$ cat config.mk
export PLATFORM = sky130hd
export DESIGN_NAME = sogc_ram
export DESIGN_NICKNAME = d
export VERILOG_FILES = /design/src/hw/rtl/sogc_ram.sv
export SDC_FILE = /design/constraint.sdc
export NUM_CORES = 2
export LEC_CHECK = 0
export BUFFER_PORTS_ARGS = -buffer_cell sky130_fd_sc_hd__buf_4
export CAP_MARGIN = 20
export CORE_ASPECT_RATIO = 2
export CORE_MARGIN = 2
export CORE_UTILIZATION = 50
export DETAILED_ROUTE_END_ITERATION = 10
export PLACE_DENSITY = 0.64
export SLEW_MARGIN = 20
export SYNTH_ARGS = -nofsm -noshare
export SYNTH_HDL_FRONTEND = slang
export SYNTH_SLANG_ARGS = --single-unit
$ cat constraint.sdc
create_clock -name clock -period 6.2 [get_ports clock]
set_clock_uncertainty 0.05 [all_clocks]
set_input_delay 0.31 -clock clock [delete_from_list [all_inputs] [get_ports clock]]
set_output_delay 0.31 -clock clock [all_outputs]
set_load 0.005 [all_outputs]
$ cat src/hw/rtl/sogc_ram.sv
// ----------------------------------------------------------------------------
// Generic simple dual-port RAM
// One write port and one read port; read data is registered, so it appears
// in the cycle after a read address taken with rd_en. No reset on the storage.
// ----------------------------------------------------------------------------
module sogc_ram #(
   parameter int WIDTH  = 2,
   parameter int DEPTH  = 1024,
   parameter int ADDR_W = $clog2(DEPTH)
) (
   input  logic              clock,
   input  logic              wr_en,
   input  logic [ADDR_W-1:0] wr_addr,
   input  logic [WIDTH-1:0]  wr_data,
   input  logic              rd_en,
   input  logic [ADDR_W-1:0] rd_addr,
   output logic [WIDTH-1:0]  rd_data
);

   logic [WIDTH-1:0] mem [DEPTH];
   logic [WIDTH-1:0] rd_data_ff;

   // Write port.
   always_ff @(posedge clock) begin
      if (wr_en) begin
         mem[wr_addr] <= wr_data;
      end
   end

   // Registered read port.
   always_ff @(posedge clock) begin
      if (rd_en) begin
         rd_data_ff <= mem[rd_addr];
      end
   end

   assign rd_data = rd_data_ff;

endmodule

==> run summary <==
DRT antenna net count - 0
cell-internal power - 21.5 mW
Yosys reg bits - 2050
most common cell after layout, fill and taps aside - edfxtp_1
vias in the first global route - 47100
Leak - 27.6 nW
RSZ-0062 raised after global routing - no
Seq/Total Area, Yosys - 0.735
Detailed Route WL - 233000 um
Avg Cell Area, Syn - 17.5 um^2
Setup Fix Bufs, Post-CTS - 0
total iterations of the first detailed-routing run - 6
fmax - 0.223 GHz
GP Congestion - 0.827
Setup crit end kind - flip-flop
Unique masters post-synth - 65
global-route wire length before repair - 330000 um
Die Wd - 293 um
minimum clock period - 4480 ps
worst rel slew slack - 0.134
fin area - 91700 um^2
maximum root-to-sink buffer count - 4
pwr dens - 298 nW/um^2
post-route setup TNS - 0 ps
total vias in the final route - 45300
Slew Limit Fails - 0
Logic pwr share - 0.053
footprint of the multi-input gates - 20400 um^2
sequential power share - 0.558
core area - 167000 um^2
largest net degree at the start of global routing - 222
max cap viols - 0
Final Util - 0.551
Root Buffer - clkbuf_16
Final Hold Slack - 25.3 ps
Final Setup Violations - 0
post-route insts no fill - 7026
H-tree Lvls - 4
Psw - 5.79 mW
clock network power share - 0.388
routed vias/inst - 6.45
largest delay contributor family on the critical path - simple AND/OR/NAND/NOR gates
Avg WL per Cell - 33.2 um
Hold WC Path Type - input port to flip-flop
Post-synth ARST share - 0
CP required - 6830 ps
area taken by flip-flops and latches - 61600 um^2
row cnt - 212
Area growth syn-to-layout - 9.46%
Starting Density - 0.503
GRT Total Usage - 0.273
initial DRC count - 5243
nets@finish - 4782
Critical Path Slowest Stage Cell - nor4_1
mapped cell area - 83800 um^2
Die Ht - 583 um
critical path depth in cells - 10
Reg2Reg Depth - 8
GRT overflow - 0
CP Buf/Inv Count - 2
CTS Sinks - 2050
Worst Hold Depth - 1
HPWL Detailed - 137000 um
Placed Area - 86300 um^2
Num CTS Buffers - 172
Startpoint Class - input port
crit-path max cell delay - 940 ps
Worst EP arrival - 5110 ps
placed insts - 6716
maximum VDD drop - 0.000316 V
CTS tree - done
commonest non-fill, non-tap cells in the layout - 2050 x edfxtp_1, 1053 x nor2_1, 449 x mux4_2
Setup CP Type - input port to flip-flop
IO Count - 27
number of flops mapped to enable cells by yosys - 2050
die area - 171000 um^2
initial antenna violation count - 12
actual slew at the worst max-slew pin - 1290 ps
status - complete, no violations
post-synthesis net count - 4818
IO buf count - 26
final cycle utilization of the critical path - 0.722
worst skew pair latency - 840 ps
share of cells above drive strength 1 - 0.190
Post-synth top flop - edfxtp_1
# fillers - 13000
final hold viol count - 0
CP Max Fanout - 65
DRC Markers - 0
Sw Ratio - 0.212
cells along the critical path - buf_8 > buf_12 > mux2i_1 > o221ai_1 > o22ai_1 > nor3_1 > o221ai_1 > nor4_1 > o22ai_1 > nand4_1
clk slew on worst S/H paths - 80 ps
Synth Instances - 4793
synthesis warning total - 0
-- through the flow --
step	power, mW	setup slack, ps
6_report	27.3	1720
3_3_place_gp	17.0	804
5_1_grt	27.9	1640
4_1_cts	27.4	1740
3_5_place_dp	17.0	875
2_1_floorplan	16.4	3340
-- power groups by stage --
stage | Combinational, mW | Clock, mW | Sequential, mW
floorplan | 0.796 | 0 | 15.6
global placement | 1.44 | 0 | 15.6
detailed placement | 1.45 | 0 | 15.6
CTS | 1.46 | 10.7 | 15.2
global route | 1.52 | 11.2 | 15.2
finish | 1.46 | 10.6 | 15.3
-- sequential cells by signal, indices dropped and copies added (netlist names) --
signal / count
mem: 2048
rd_data: 2
-- logic make-up (layout without fill, tap and decap cells) --
group / Yosys count / after routing / synth area share
AO/OA/AOI/OAI: 353 / 353 / 0.0298
multiplexers: 664 / 664 / 0.147
buffers and inverters: 402 / 489 / 0.0249
flip-flops: 2050 / 2050 / 0.735
other: 0 / 6 / 0
AND/OR/NAND/NOR: 1324 / 1324 / 0.0640
-- cell usage after synthesis (3+ instances only) --
| cell | number | share of area |
|---|---|---|
| nand3_1 | 39 | 0.0023 |
| mux2i_1 | 205 | 0.024 |
| nand4_1 | 13 | 0.00097 |
| clkbuf_1 | 239 | 0.011 |
| a211oi_1 | 13 | 0.0012 |
| nor3b_1 | 10 | 0.00090 |
| edfxtp_1 | 2050 | 0.73 |
| nor4_1 | 9 | 0.00067 |
| nor3_1 | 45 | 0.0027 |
| mux2_2 | 8 | 0.0011 |
| a21oi_1 | 70 | 0.0042 |
| nor4b_1 | 3 | 0.00031 |
| a221oi_1 | 13 | 0.0014 |
| a22oi_1 | 45 | 0.0040 |
| inv_1 | 4 | 0.00018 |
| buf_8 | 14 | 0.0025 |
| buf_1 | 54 | 0.0024 |
| nand2b_1 | 8 | 0.00060 |
| and2_1 | 6 | 0.00045 |
| o21ai_0 | 36 | 0.0022 |
| mux4_2 | 449 | 0.12 |
| buf_4 | 28 | 0.0025 |
| nor2b_1 | 13 | 0.00097 |
| nand3b_1 | 4 | 0.00036 |
| o221ai_1 | 82 | 0.0086 |
| a31oi_1 | 7 | 0.00052 |
| buf_2 | 26 | 0.0016 |
| nand2_1 | 96 | 0.0043 |
| nor2_1 | 1054 | 0.047 |
| a22o_1 | 13 | 0.0014 |
| and3_1 | 8 | 0.00060 |
| a311oi_1 | 3 | 0.00031 |
| o22ai_1 | 45 | 0.0034 |
| buf_6 | 33 | 0.0044 |
| o311ai_0 | 3 | 0.00031 |
| o31ai_1 | 5 | 0.00045 |
-- layout make-up --
type / count / area share
well taps: 2140 / 0.0292
clock inverters: 85 / 0.00786
multi-input cells: 2341 / 0.222
clock buffers: 212 / 0.0502
repair buffers: 186 / 0.0186
diodes: 6 / 0.000164
inverters: 6 / 0.000273
flip-flops and latches: 2050 / 0.671
-- routing by layer --
layer,vias up,GRT usage,part of all wire,routed length [um]
met5,-,0,0.00046,106
met4,16,0.159,0.068,15900
met3,635,0.0414,0.067,15700
met2,1982,0.492,0.53,124000
met1,23900,0.307,0.33,77000
li1,18800,-,-,-
-- final timing paths --
check	startpoint	endpoint	slack, ps
worst max register to register	mem[661][0]	rd_data[0]	2180
worst min-delay path	wr_data[0]	mem[780][0]	30
worst max-delay path	rd_addr[0]	rd_data[0]	1720
worst min register to register	mem[311][0]	rd_data[0]	1110
-- repair_timing --
action                                 4_1_cts  5_1_grt
hold buffers                                 7        0
gates resized for setup                      0        0
endpoints found under the hold margin       23        0
Power figures use the tool's default switching activity.
